--- src/sv/mips_register_alu_execute_core_macros.svh ---
// Assertion helpers shared by the execute core and its register file.
`ifndef MIPS_REGISTER_ALU_EXECUTE_CORE_MACROS_SVH
`define MIPS_REGISTER_ALU_EXECUTE_CORE_MACROS_SVH

// Same-cycle implication.
`define MRAE_ASSERT_NOW(label, clk, rst, ante, cons, msg) \
   label: assert property (@(posedge clk) disable iff (rst) (ante) |-> (cons)) else $error(msg);

// Next-cycle implication.
`define MRAE_ASSERT_NEXT(label, clk, rst, ante, cons, msg) \
   label: assert property (@(posedge clk) disable iff (rst) (ante) |=> (cons)) else $error(msg);

`endif

--- src/sv/mrae_pkg.sv ---
`default_nettype none

package mrae_pkg;

   localparam int unsigned DATA_W     = 32;
   localparam int unsigned REG_COUNT  = 32;
   localparam int unsigned REG_ADDR_W = $clog2(REG_COUNT);
   localparam int unsigned IMM_W      = 16;
   localparam int unsigned IMM_SHIFT  = 16;

   typedef enum logic [3:0] {
      OP_ADD  = 4'd0,
      OP_SUB  = 4'd1,
      OP_MULT = 4'd2,
      OP_AND  = 4'd3,
      OP_OR   = 4'd4,
      OP_SLL  = 4'd5,
      OP_SLT  = 4'd6,
      OP_ADDI = 4'd7,
      OP_SLTI = 4'd8,
      OP_LUI  = 4'd9,
      OP_LI   = 4'd10
   } mrae_op_type;

   typedef struct packed {
      logic [3:0]              operation;
      logic [REG_ADDR_W-1:0]   dest_reg;
      logic [REG_ADDR_W-1:0]   src_a_reg;
      logic [REG_ADDR_W-1:0]   src_b_reg;
      logic [4:0]              shift_amount;
      logic signed [IMM_W-1:0] immediate;
      logic signed [DATA_W-1:0] constant_value;
   } mrae_req_type;

   typedef struct packed {
      logic [REG_ADDR_W-1:0]    written_reg;
      logic signed [DATA_W-1:0] written_value;
      logic                     write_done;
   } mrae_rsp_type;

   // Register file write port.
   typedef struct packed {
      logic                  en;
      logic [REG_ADDR_W-1:0] addr;
      logic [DATA_W-1:0]     data;
   } mrae_wr_type;

endpackage

`default_nettype wire

--- src/sv/mips_register_alu_execute_core.sv ---
`default_nettype none
`include "mips_register_alu_execute_core_macros.svh"

// Execute stage of a small MIPS-style core with a 32 x 32-bit register file.
// Request channel (req_valid / req_stall / req_payload): one decoded
// instruction per request; it is taken on an edge with req_valid high and
// req_stall low. Response channel (rsp_valid / rsp_stall / rsp_payload):
// one response per request, in order, giving the destination register, the
// computed value and whether the register file was updated.
// Throughput: one request per cycle when no stall holds the pipeline; the
// source operands are read from the register file at the accept edge and
// the ALU sits between that read and the response register.
// A result written on the same edge as a later request's read is bypassed,
// so back-to-back dependent instructions see the new value.
// Register 0 is never written; an unused opcode writes nothing and returns 0.
// Reset clears the pipeline valids and marks every register as zero at once
// (valid bits, no clearing pass), so requests are taken the cycle after.
// Stall: when rsp_stall holds a full response register the execute stage
// stops and req_stall rises; nothing is dropped or repeated.
module mips_register_alu_execute_core
   import mrae_pkg::*;
(
   input  wire logic         clock,
   input  wire logic         reset,
   input  wire logic         req_valid,
   output logic              req_stall,
   input  wire mrae_req_type req_payload,
   output logic              rsp_valid,
   input  wire logic         rsp_stall,
   output mrae_rsp_type      rsp_payload
);

   // Handshake
   logic req_accept;
   logic s1_advance;

   // Execute stage register
   logic         s1_valid_ff, s1_valid_in;
   mrae_req_type s1_req_ff, s1_req_in;

   // Response register
   logic         rsp_valid_ff, rsp_valid_in;
   mrae_rsp_type rsp_ff, rsp_in;

   // Operands and ALU
   logic [DATA_W-1:0] opnd_a, opnd_b;
   logic [DATA_W-1:0] imm_ext;
   logic [DATA_W-1:0] alu_res;
   logic              op_ok;
   mrae_wr_type       rf_wr;
   mrae_rsp_type      result;

   assign s1_advance = s1_valid_ff && (!rsp_valid_ff || !rsp_stall);
   assign req_stall  = s1_valid_ff && !s1_advance;
   assign req_accept = req_valid && !req_stall;

   // Operands are read at the accept edge.
   mrae_regfile u_regfile (
      .clock     (clock),
      .reset     (reset),
      .rd_en     (req_accept),
      .rd_a_addr (req_payload.src_a_reg),
      .rd_b_addr (req_payload.src_b_reg),
      .wr        (rf_wr),
      .rd_a_data (opnd_a),
      .rd_b_data (opnd_b)
   );

   assign imm_ext = {{(DATA_W-IMM_W){s1_req_ff.immediate[IMM_W-1]}}, s1_req_ff.immediate};

   always_comb begin
      alu_res = '0;
      op_ok   = 1'b1;
      case (mrae_op_type'(s1_req_ff.operation))
         OP_ADD:  alu_res = opnd_a + opnd_b;
         OP_SUB:  alu_res = opnd_a - opnd_b;
         OP_MULT: alu_res = opnd_a * opnd_b;             // low word only
         OP_AND:  alu_res = opnd_a & opnd_b;
         OP_OR:   alu_res = opnd_a | opnd_b;
         OP_SLL:  alu_res = opnd_b << s1_req_ff.shift_amount;
         OP_SLT:  alu_res = {{(DATA_W-1){1'b0}}, ($signed(opnd_a) < $signed(opnd_b))};
         OP_ADDI: alu_res = opnd_a + imm_ext;
         OP_SLTI: alu_res = {{(DATA_W-1){1'b0}}, ($signed(opnd_a) < $signed(imm_ext))};
         OP_LUI:  alu_res = DATA_W'($unsigned(s1_req_ff.immediate)) << IMM_SHIFT;
         OP_LI:   alu_res = s1_req_ff.constant_value;
         default: op_ok   = 1'b0;                        // unused opcode
      endcase
   end

   always_comb begin
      rf_wr.en   = s1_advance && op_ok && (s1_req_ff.dest_reg != '0);
      rf_wr.addr = s1_req_ff.dest_reg;
      rf_wr.data = alu_res;

      result.written_reg   = s1_req_ff.dest_reg;
      result.written_value = alu_res;
      result.write_done    = op_ok && (s1_req_ff.dest_reg != '0);
   end

   always_comb begin
      s1_valid_in  = req_accept || (s1_valid_ff && !s1_advance);
      s1_req_in    = req_accept ? req_payload : s1_req_ff;
      rsp_valid_in = s1_advance || (rsp_valid_ff && rsp_stall);
      rsp_in       = s1_advance ? result : rsp_ff;
   end

   always_ff @(posedge clock) begin
      if (reset) begin
         s1_valid_ff  <= 1'b0;
         rsp_valid_ff <= 1'b0;
      end else begin
         s1_valid_ff  <= s1_valid_in;
         rsp_valid_ff <= rsp_valid_in;
      end
      s1_req_ff <= s1_req_in;
      rsp_ff    <= rsp_in;
   end

   assign rsp_valid   = rsp_valid_ff;
   assign rsp_payload = rsp_ff;

   `MRAE_ASSERT_NOW(a_done_not_r0, clock, reset, rsp_valid_ff && rsp_ff.write_done, rsp_ff.written_reg != '0, "r0 reported written")
   `MRAE_ASSERT_NOW(a_stall_needs_work, clock, reset, req_stall, s1_valid_ff && rsp_valid_ff && rsp_stall, "spurious request stall")
   `MRAE_ASSERT_NEXT(a_advance_fills_rsp, clock, reset, s1_advance, rsp_valid_ff && (rsp_ff.written_reg == $past(s1_req_ff.dest_reg)), "response not loaded")

endmodule

`default_nettype wire

--- src/sv/mrae_regfile.sv ---
`default_nettype none
`include "mips_register_alu_execute_core_macros.svh"

// 32 x 32 register file: two registered read ports, one write port.
// Valid bits give the zero reset; a last-write register bypasses a write
// that lands on the same edge as the read.
module mrae_regfile
   import mrae_pkg::*;
(
   input  wire logic                  clock,
   input  wire logic                  reset,
   input  wire logic                  rd_en,
   input  wire logic [REG_ADDR_W-1:0] rd_a_addr,
   input  wire logic [REG_ADDR_W-1:0] rd_b_addr,
   input  wire mrae_wr_type           wr,
   output logic [DATA_W-1:0]          rd_a_data,
   output logic [DATA_W-1:0]          rd_b_data
);

   logic [DATA_W-1:0]     mem [REG_COUNT];
   logic [REG_COUNT-1:0]  valid_ff, valid_in;

   logic [DATA_W-1:0]     rd_a_ff, rd_b_ff;
   logic                  rd_a_vld_ff, rd_b_vld_ff;
   logic [REG_ADDR_W-1:0] rd_a_addr_ff, rd_b_addr_ff;

   logic                  fwd_vld_ff, fwd_vld_in;
   logic [REG_ADDR_W-1:0] fwd_reg_ff, fwd_reg_in;
   logic [DATA_W-1:0]     fwd_data_ff, fwd_data_in;

   always_ff @(posedge clock) begin
      if (wr.en) begin
         mem[wr.addr] <= wr.data;
      end
   end

   always_ff @(posedge clock) begin
      if (rd_en) begin
         rd_a_ff      <= mem[rd_a_addr];
         rd_b_ff      <= mem[rd_b_addr];
         rd_a_vld_ff  <= valid_ff[rd_a_addr];
         rd_b_vld_ff  <= valid_ff[rd_b_addr];
         rd_a_addr_ff <= rd_a_addr;
         rd_b_addr_ff <= rd_b_addr;
      end
   end

   always_comb begin
      valid_in    = valid_ff;
      fwd_vld_in  = fwd_vld_ff;
      fwd_reg_in  = fwd_reg_ff;
      fwd_data_in = fwd_data_ff;
      if (wr.en) begin
         valid_in[wr.addr] = 1'b1;
         fwd_vld_in        = 1'b1;
         fwd_reg_in        = wr.addr;
         fwd_data_in       = wr.data;
      end
   end

   always_ff @(posedge clock) begin
      if (reset) begin
         valid_ff   <= '0;
         fwd_vld_ff <= 1'b0;
      end else begin
         valid_ff   <= valid_in;
         fwd_vld_ff <= fwd_vld_in;
      end
      fwd_reg_ff  <= fwd_reg_in;
      fwd_data_ff <= fwd_data_in;
   end

   // Latest write wins; unwritten entries read as zero.
   always_comb begin
      if (fwd_vld_ff && (fwd_reg_ff == rd_a_addr_ff)) begin
         rd_a_data = fwd_data_ff;
      end else if (rd_a_vld_ff) begin
         rd_a_data = rd_a_ff;
      end else begin
         rd_a_data = '0;
      end
      if (fwd_vld_ff && (fwd_reg_ff == rd_b_addr_ff)) begin
         rd_b_data = fwd_data_ff;
      end else if (rd_b_vld_ff) begin
         rd_b_data = rd_b_ff;
      end else begin
         rd_b_data = '0;
      end
   end

   `MRAE_ASSERT_NOW(a_no_r0_write, clock, reset, wr.en, wr.addr != '0, "write to r0")
   `MRAE_ASSERT_NOW(a_r0_never_valid, clock, reset, 1'b1, !valid_ff[0], "r0 marked valid")
   `MRAE_ASSERT_NEXT(a_fwd_tracks_write, clock, reset, wr.en, fwd_vld_ff && (fwd_reg_ff == $past(wr.addr)) && (fwd_data_ff == $past(wr.data)), "bypass lost a write")

endmodule

`default_nettype wire
--- config.mk ---
export PLATFORM = sky130hd
export DESIGN_NAME = mips_register_alu_execute_core
export DESIGN_NICKNAME = d
export VERILOG_FILES = /design/src/sv/mrae_pkg.sv /design/src/sv/mips_register_alu_execute_core.sv /design/src/sv/mrae_regfile.sv
export VERILOG_INCLUDE_DIRS = /design/src /design/src/sv
export SDC_FILE = /design/constraint.sdc
export NUM_CORES = 2
export LEC_CHECK = 0
export BUFFER_PORTS_ARGS = -buffer_cell sky130_fd_sc_hd__buf_2
export CORE_AREA = 5 5 373 375
export DETAILED_ROUTE_END_ITERATION = 16
export DIE_AREA = 0 0 378 380
export HOLD_SLACK_MARGIN = 0.03
export PLACE_DENSITY = 0.86
export SYNTH_ARGS = -nofsm -noshare
export SYNTH_HDL_FRONTEND = slang
export SYNTH_HIERARCHICAL = 1
export SYNTH_SLANG_ARGS = --single-unit
export TNS_END_PERCENT = 50
--- constraint.sdc ---
create_clock -name clock -period 20.9 [get_ports clock]
set_clock_uncertainty 0.2 [all_clocks]
set_input_delay 3.135 -clock clock [delete_from_list [all_inputs] [get_ports clock]]
set_output_delay 3.135 -clock clock [all_outputs]
set_load 0.005 [all_outputs]
# Yosys cells after proc, flatten, opt, wreduce, memory -nomap -nowiden
# Memories as Yosys holds them, arrays and structs flattened. A register that Yosys moved wholly into a read port is not among the register bits.
# Cells that the tools add are included.
# word_totals
regBits,184
latchBits,0
ramBits,1024
romBits,0
input_bits,76
n_memories,1
# mem_list
memory,depth,word_bits,rd,rd_ports_with_merged_regs,write_ports,line,rtl
u_regfile.mem,32,32,2,2,1,mrae_regfile.sv:20,logic [DATA_W-1:0] mem [REG_COUNT];
# classes
add_sub_neg,3
mul,1
n_div,0
n_lt_le_gt_ge,6
n_eq_ne,12
n_shift,1
mux,14
bitwise_logic,3
n_reduce_logical,20
# ops
operator,n
$pmux 32 s11,1
$mux 32,4
$add 32x32->32,2
$or 32x32->32,2
$and 32x32->32,1
$lt 32x16->1,1
$lt 32x32->1,1
$mul 32x32->32,1
$shl 32x5->32,1
$sub 32x32->32,1
$lt 5x6->1 const B,3
$eq 4x3->1 const B,4
$eq 4x4->1 const B,3
$reduce_or 11->1,1
$bmux 1 s5,2
$eq 5x5->1,2
$logic_and 1x1->1,10
$eq 4x2->1 const B,2
$mux 1,6
$demux 1 s5,1
$ge 5x1->1 const B,1
$reduce_bool 5->1,1
$eq 4x1->1 const B,1
$logic_not 1->1,4
2 further kinds,4

# Logic depth before layout (Yosys ltp)
# depth
ltp_word,8
ltp_mapped,36
ltp_nobuf,32

# Cells and area by module
# The synthesis kept the hierarchy.
# modules_own_cells
module,n_inst,cells_per_inst,area_each_um2
mrae_regfile,1,3906,54742.5
mips_register_alu_execute_core,1,2979,26060.0

# Worst setup path after synthesis
# Ideal clock, no wire load.
# synth_timing
path_kind,flip-flop to flip-flop
startpoint,reg u_regfile.fwd_reg_ff[2]
endpoint,"reg rsp_ff, in the netlist rsp_payload[26] (data pin)"
setup_time_ns,0.640
arrival_time_ns,10.029
t_required_ns,20.060
slack_ns,10.031
path_stages_with_launch,30
n_path_buf,5
path_cell_list,edfxtp_1 xor2_1 nor4_1 and3_1 buf_2 clkbuf_2 o21ai_0 inv_1 clkbuf_1 buf_1 nor2_1 fa_1 inv_1 fa_1 fa_1 fa_1 inv_1 fa_1 fa_1 fa_1 fa_1 ha_1 clkbuf_1 a2111oi_0 o221ai_1 a41oi_1 nand2b_1 a31oi_1 nor2_1 o311ai_0
# synth_via
elab_chain_len,5
# synth_lines
item,line,rtl
start: declaration,mrae_regfile.sv:28,"logic [REG_ADDR_W-1:0] fwd_reg_ff, fwd_reg_in;"
start signal: assignment,mrae_regfile.sv:69,fwd_reg_ff <= fwd_reg_in;
$eq 5x5->1 (*),mrae_regfile.sv:82,if (fwd_vld_ff && (fwd_reg_ff == rd_b_addr_ff)) begin
$logic_and 1x1->1 (*),mrae_regfile.sv:82,
$mux 32 (*),mrae_regfile.sv:82,
via opnd_b[4],mips_register_alu_execute_core.sv:46,"logic [DATA_W-1:0] opnd_a, opnd_b;"
"$mul 32x32->32, or another cell as far along",mips_register_alu_execute_core.sv:77,OP_MULT: alu_res = opnd_a * opnd_b;
$pmux 32 s11 (*),mips_register_alu_execute_core.sv:74,case (mrae_op_type'(s1_req_ff.operation))
via alu_res[25],mips_register_alu_execute_core.sv:48,logic [DATA_W-1:0] alu_res;
end signal: assignment,mips_register_alu_execute_core.sv:116,rsp_ff <= rsp_in;
end: declaration,mips_register_alu_execute_core.sv:43,"mrae_rsp_type rsp_ff, rsp_in;"
# Mark *: on every way through the listed nets, which the timed path passes. The rest lies on a longest branch.
# A chain may end at the register's enable or synchronous reset.

# Worst setup path in the final report
# layout_timing
startpoint,reg u_regfile.fwd_reg_ff[3]
endpoint,mem u_regfile.mem[31][31] (data pin)
# layout_via
elab_chain_len,5
# layout_lines
item,line,rtl
$eq 5x5->1 (*),mrae_regfile.sv:75,if (fwd_vld_ff && (fwd_reg_ff == rd_a_addr_ff)) begin
$logic_and 1x1->1 (*),mrae_regfile.sv:75,
$mux 32 (*),mrae_regfile.sv:75,
via opnd_a[6],mips_register_alu_execute_core.sv:46,
"$mul 32x32->32, or another cell as far along",mips_register_alu_execute_core.sv:77,
$pmux 32 s11 (*),mips_register_alu_execute_core.sv:74,
via alu_res[31],mips_register_alu_execute_core.sv:48,
end: declaration,mrae_regfile.sv:20,
# Marks and branches as above.

==> results.txt <==
The run finished with clean final reports. The startpoint identified for the worst register-to-register timing path is u_regfile/fwd_reg_ff[3]. The number of design rule violations left after detail routing is 0. The count of cell types in the netlist came out at 94. The reported net switching power is 2.45 mW. The share of layout cells above drive strength 1 came out at 9.17%.

The global-route congestion overflow total came out at 0. The clock sink count came out at 1272. The count of flip-flops with a built-in enable after synthesis is 1237. After the last flow step, the layout net total stands at 7664. The area added between synthesis and finish is 8.19%. The worst pin sits at a relative slew slack of 13.3%. The post-route worst hold slack is 0.297 ns.

The worst min-delay path endpoint is u_regfile/valid_ff[9]. TritonCTS built the clock tree. The worst-case vdd ir drop came out at 0.0000902 V.

The critical path starts at u_regfile/fwd_reg_ff[3]. The post-CTS setup buffer count is 0. The starting DRC count in detailed routing is 9642.

The most used flip-flop cell after synthesis is sky130_fd_sc_hd__edfxtp_1. The via count of the first global-routing pass came out at 62448. The sequential share of power is 41.0%. The average wire per standard cell is 31.7 um. On the critical path, the stage with the largest delay is an instance of sky130_fd_sc_hd__clkinv_1. OpenSTA, run right after detailed placement, puts the worst setup slack at 9.71 ns. The met2 layer usage reported by global route came out at 57.9%. The worst setup path is of the reg -> reg kind. The placed wire-length estimate after detailed placement came out at 180 mm. The via count is 61686. The total setup violations reported at the end of the flow is 0. The root buffer cell is sky130_fd_sc_hd__clkbuf_16. The share of total power dissipated in the clock network is 30.7%. The maximum root-to-sink buffer count came out at 3.

Based on the critical path, the design can be clocked at up to 86.1 MHz. Entering global routing, the biggest net connects 139 pins. The maximum fanout along the worst path is 64. The global-route wire length before repair is 402 mm. The met3 capacity usage during global routing is 10.8%. In this run, post-CTS hold repair placed 0 buffers.

The area of the mapped netlist came out at 80800 um2. During synthesis, Yosys emitted a total of 6 warnings. Once the clock tree was built, the resizer swapped 0 gates to a different size. The average cell area after synthesis came out at 11.7 um2. The count of nets left with antenna violations once routing finished came out at 0. The type of the most critical hold path is reg -> reg. The cell count of the worst reg-to-reg path came out at 30. The initial antenna violation count is 16. In this run the critical register-to-register path is captured at u_regfile/mem[31][31]. Once layout is complete, the cells apart from fillers number 8781. The arrival time at the worst endpoint is 11.72 ns.

Global routing used 47.3% of the available met1 tracks. The total wire length is 279 mm. The floorplan step set the die width to 378 um. By area the synthesized netlist is led by sky130_fd_sc_hd__edfxtp_1, sky130_fd_sc_hd__mux2i_1, sky130_fd_sc_hd__fa_1.

The worst hold path begins at u_regfile/valid_ff[9]. The effective utilization at floorplan came out at 59.9%. The most repeated library cell on the critical path is sky130_fd_sc_hd__fa_1. The clock latency of the later-clocked register in the worst-skew pair came out at 0.79 ns. The fraction of registers with async set or reset after synthesis came out at 0%. The worst setup path is launched from a register.

STA puts the critical path data required time at 21.01 ns. The clock-pin slew reported for the worst setup and hold paths after clock tree synthesis came out at 0.06 ns. Setup repair after global routing left no endpoint under its margin. For this design the static power due to leakage is 35.0 nW. The total power per unit cell area is 83.6 nW/um2. The die covers 144000 um2.

The cell row count came out at 135. The fraction of post-synthesis cell area in the top cell type by area is 46.0%. The number of max-slew violations in the final report came out at 0.

For this run, the total global-route usage over all layers was measured as 37.8%. The number of failing hold endpoints at the final stage is 0. The number of clock buffers added by TritonCTS is 132. The combinational group share of total power is 28.3%. The max-capacitance violation count came out at 0. The depth of the CTS H-tree is 4.

The switching part of the total power is 33.4%. The commonest cells after synthesis are sky130_fd_sc_hd__edfxtp_1, sky130_fd_sc_hd__mux2i_1, sky130_fd_sc_hd__nand2_1. After routing, the total negative slack on setup checks comes to 0 ns. The flop and latch count out of synthesis came out at 1272. The cell count after synthesis came out at 6885. During placement, the flow inserted port buffers numbering 115. The layer with the highest usage is met2.

The worst path setup slack after routing came out at 9.29 ns. The global placement routability congestion is 1.06. The height of the die is 380 um. The number of nets in the synthesized netlist is 7652. The layout has 9503 filler cells. The largest single stage delay on the critical path is 0.67 ns. The total internal power is 4.87 mW. The kind of capture point of the worst setup path is a register. The register-to-register setup slack is 9.29 ns. The cell type with the largest total area after synthesis is sky130_fd_sc_hd__edfxtp_1. The count of boundary I/O pins came out at 116. The most numerous cell in the Yosys netlist is sky130_fd_sc_hd__edfxtp_1. The actual slew at the worst max-slew pin is 1.29 ns. Subtracting the final worst setup slack from the clock period gives 11.61 ns. The final critical-path share of the clock period came out at 55.5%. The area inside the core boundary came out at 135000 um2. The placed instance count is 8544. The hold path depth came out at 2. The detailed-routing iteration count for the pre-antenna-repair pass is 7. After synthesis, flip-flops and latches occupy 46.8% of the total area.

The via-per-instance ratio is 7.02.
flip-flops by register name, summed over array words and instances (netlist names):
register,count
s1_req_ff,41
rsp_payload,38
u_regfile/mem,1024
rsp_valid,1
u_regfile/rd_b_ff,32
u_regfile/fwd_data_ff,32
u_regfile/rd_b_vld_ff,1
u_regfile/fwd_reg_ff,5
u_regfile/valid_ff,32
u_regfile/rd_a_addr_ff,5
u_regfile/rd_a_vld_ff,1
result,5
s1_valid_ff,1
imm_ext,16
u_regfile/rd_b_addr_ff,5
u_regfile/fwd_vld_ff,1
u_regfile/rd_a_ff,32
metal layers:
metal,wire length [um],share of wire (%),vias to the layer above
met5,101,0.036,-
met4,23000,8.2,16
met3,39100,14,1536
met2,123000,44,5476
met1,93500,34,29808
li1,-,-,24850
placed cells by master (no fill, tap or decap), types with 28 or more instances in the layout:
cell	synthesis	layout
sky130_fd_sc_hd__edfxtp_1	1237	1237
sky130_fd_sc_hd__mux2i_1	1095	1095
sky130_fd_sc_hd__nand2_1	679	677
sky130_fd_sc_hd__inv_1	469	469
sky130_fd_sc_hd__nor2_1	500	468
sky130_fd_sc_hd__fa_1	410	410
sky130_fd_sc_hd__a21oi_1	310	309
sky130_fd_sc_hd__ha_1	281	281
sky130_fd_sc_hd__nand3_1	222	222
sky130_fd_sc_hd__a22oi_1	212	212
sky130_fd_sc_hd__buf_4	44	192
sky130_fd_sc_hd__clkbuf_16	0	132
sky130_fd_sc_hd__a22o_1	132	132
sky130_fd_sc_hd__o21ai_0	162	117
sky130_fd_sc_hd__buf_2	82	113
sky130_fd_sc_hd__xnor2_1	93	93
sky130_fd_sc_hd__nor3_1	92	91
sky130_fd_sc_hd__a31oi_1	74	74
sky130_fd_sc_hd__xor2_1	41	41
sky130_fd_sc_hd__clkinv_1	14	39
sky130_fd_sc_hd__o21ai_1	14	39
sky130_fd_sc_hd__nor2_4	1	35
sky130_fd_sc_hd__dfxtp_1	35	35
sky130_fd_sc_hd__a221oi_1	33	33
sky130_fd_sc_hd__a21o_1	28	28
sky130_fd_sc_hd__a211oi_1	28	28
metrics by stage:
stage                     util [%]  power (mW)  area [um2]
after global routing          64.8        7.54       87400
after floorplan                  -        4.29       80800
final                         64.8        7.31       87400
after global placement        61.7        4.98       83300
after CTS                     64.8        7.24       87400
after detailed placement      61.7        5.01       83300
layout make-up:
type | instances | area [um2] | share of cell area [%]
Antenna cell | 7 | 17.5 | 0.0200
Clock buffer | 158 | 3430 | 3.92
Clock inverter | 72 | 669 | 0.766
Inverter | 489 | 1840 | 2.10
Multi-Input combinational cell | 4690 | 39300 | 44.9
Sequential cell | 1272 | 37800 | 43.3
Tap cell | 1781 | 2230 | 2.55
Timing Repair Buffer | 312 | 2140 | 2.44
worst max-delay path by stage:
stage	endpoint	cells past startpoint
detailed placement	rsp_payload[31]	31
finish	u_regfile/mem[31][31]	30
global route	u_regfile/mem[18][30]	31
CTS	u_regfile/mem[22][30]	31
floorplan	rsp_payload[26]	29
global placement	rsp_payload[32]	29
power groups by stage:
stage               Clock (mW)  Sequential, mW  Combinational, mW
floorplan                    0            3.04               1.25
global placement             0            3.05               1.94
detailed placement           0            3.05               1.97
CTS                       2.25            3.00               1.99
global route              2.37            3.00               2.17
finish                    2.25            3.00               2.07
cells by family (layout without fill, tap and decap cells):
kind of cell / after synthesis / in the layout / synth area share, %
AOI/OAI and AO/OA: 1128 / 1128 / 9.42
and+or+nand+nor: 1618 / 1618 / 8.49
DFF: 1272 / 1272 / 46.8
muxes: 1119 / 1119 / 14.1
xor gates and xnor gates: 134 / 134 / 1.45
buffers and inverters: 923 / 1031 / 5.17
other: 0 / 7 / 0
adders and majority gates: 691 / 691 / 14.5
critical path, delay by kind of cell (launching register included):
kind	cells	cell delay [ns]
adder cells (fa/ha/maj)	9	4.24
AO/OA/AOI/OAI	9	3.06
buffers and inverters	5	1.69
AND/OR/NAND/NOR	5	1.06
flip-flops	1	0.43
XOR/XNOR	2	0.36
(Power assumes the default switching activity.)
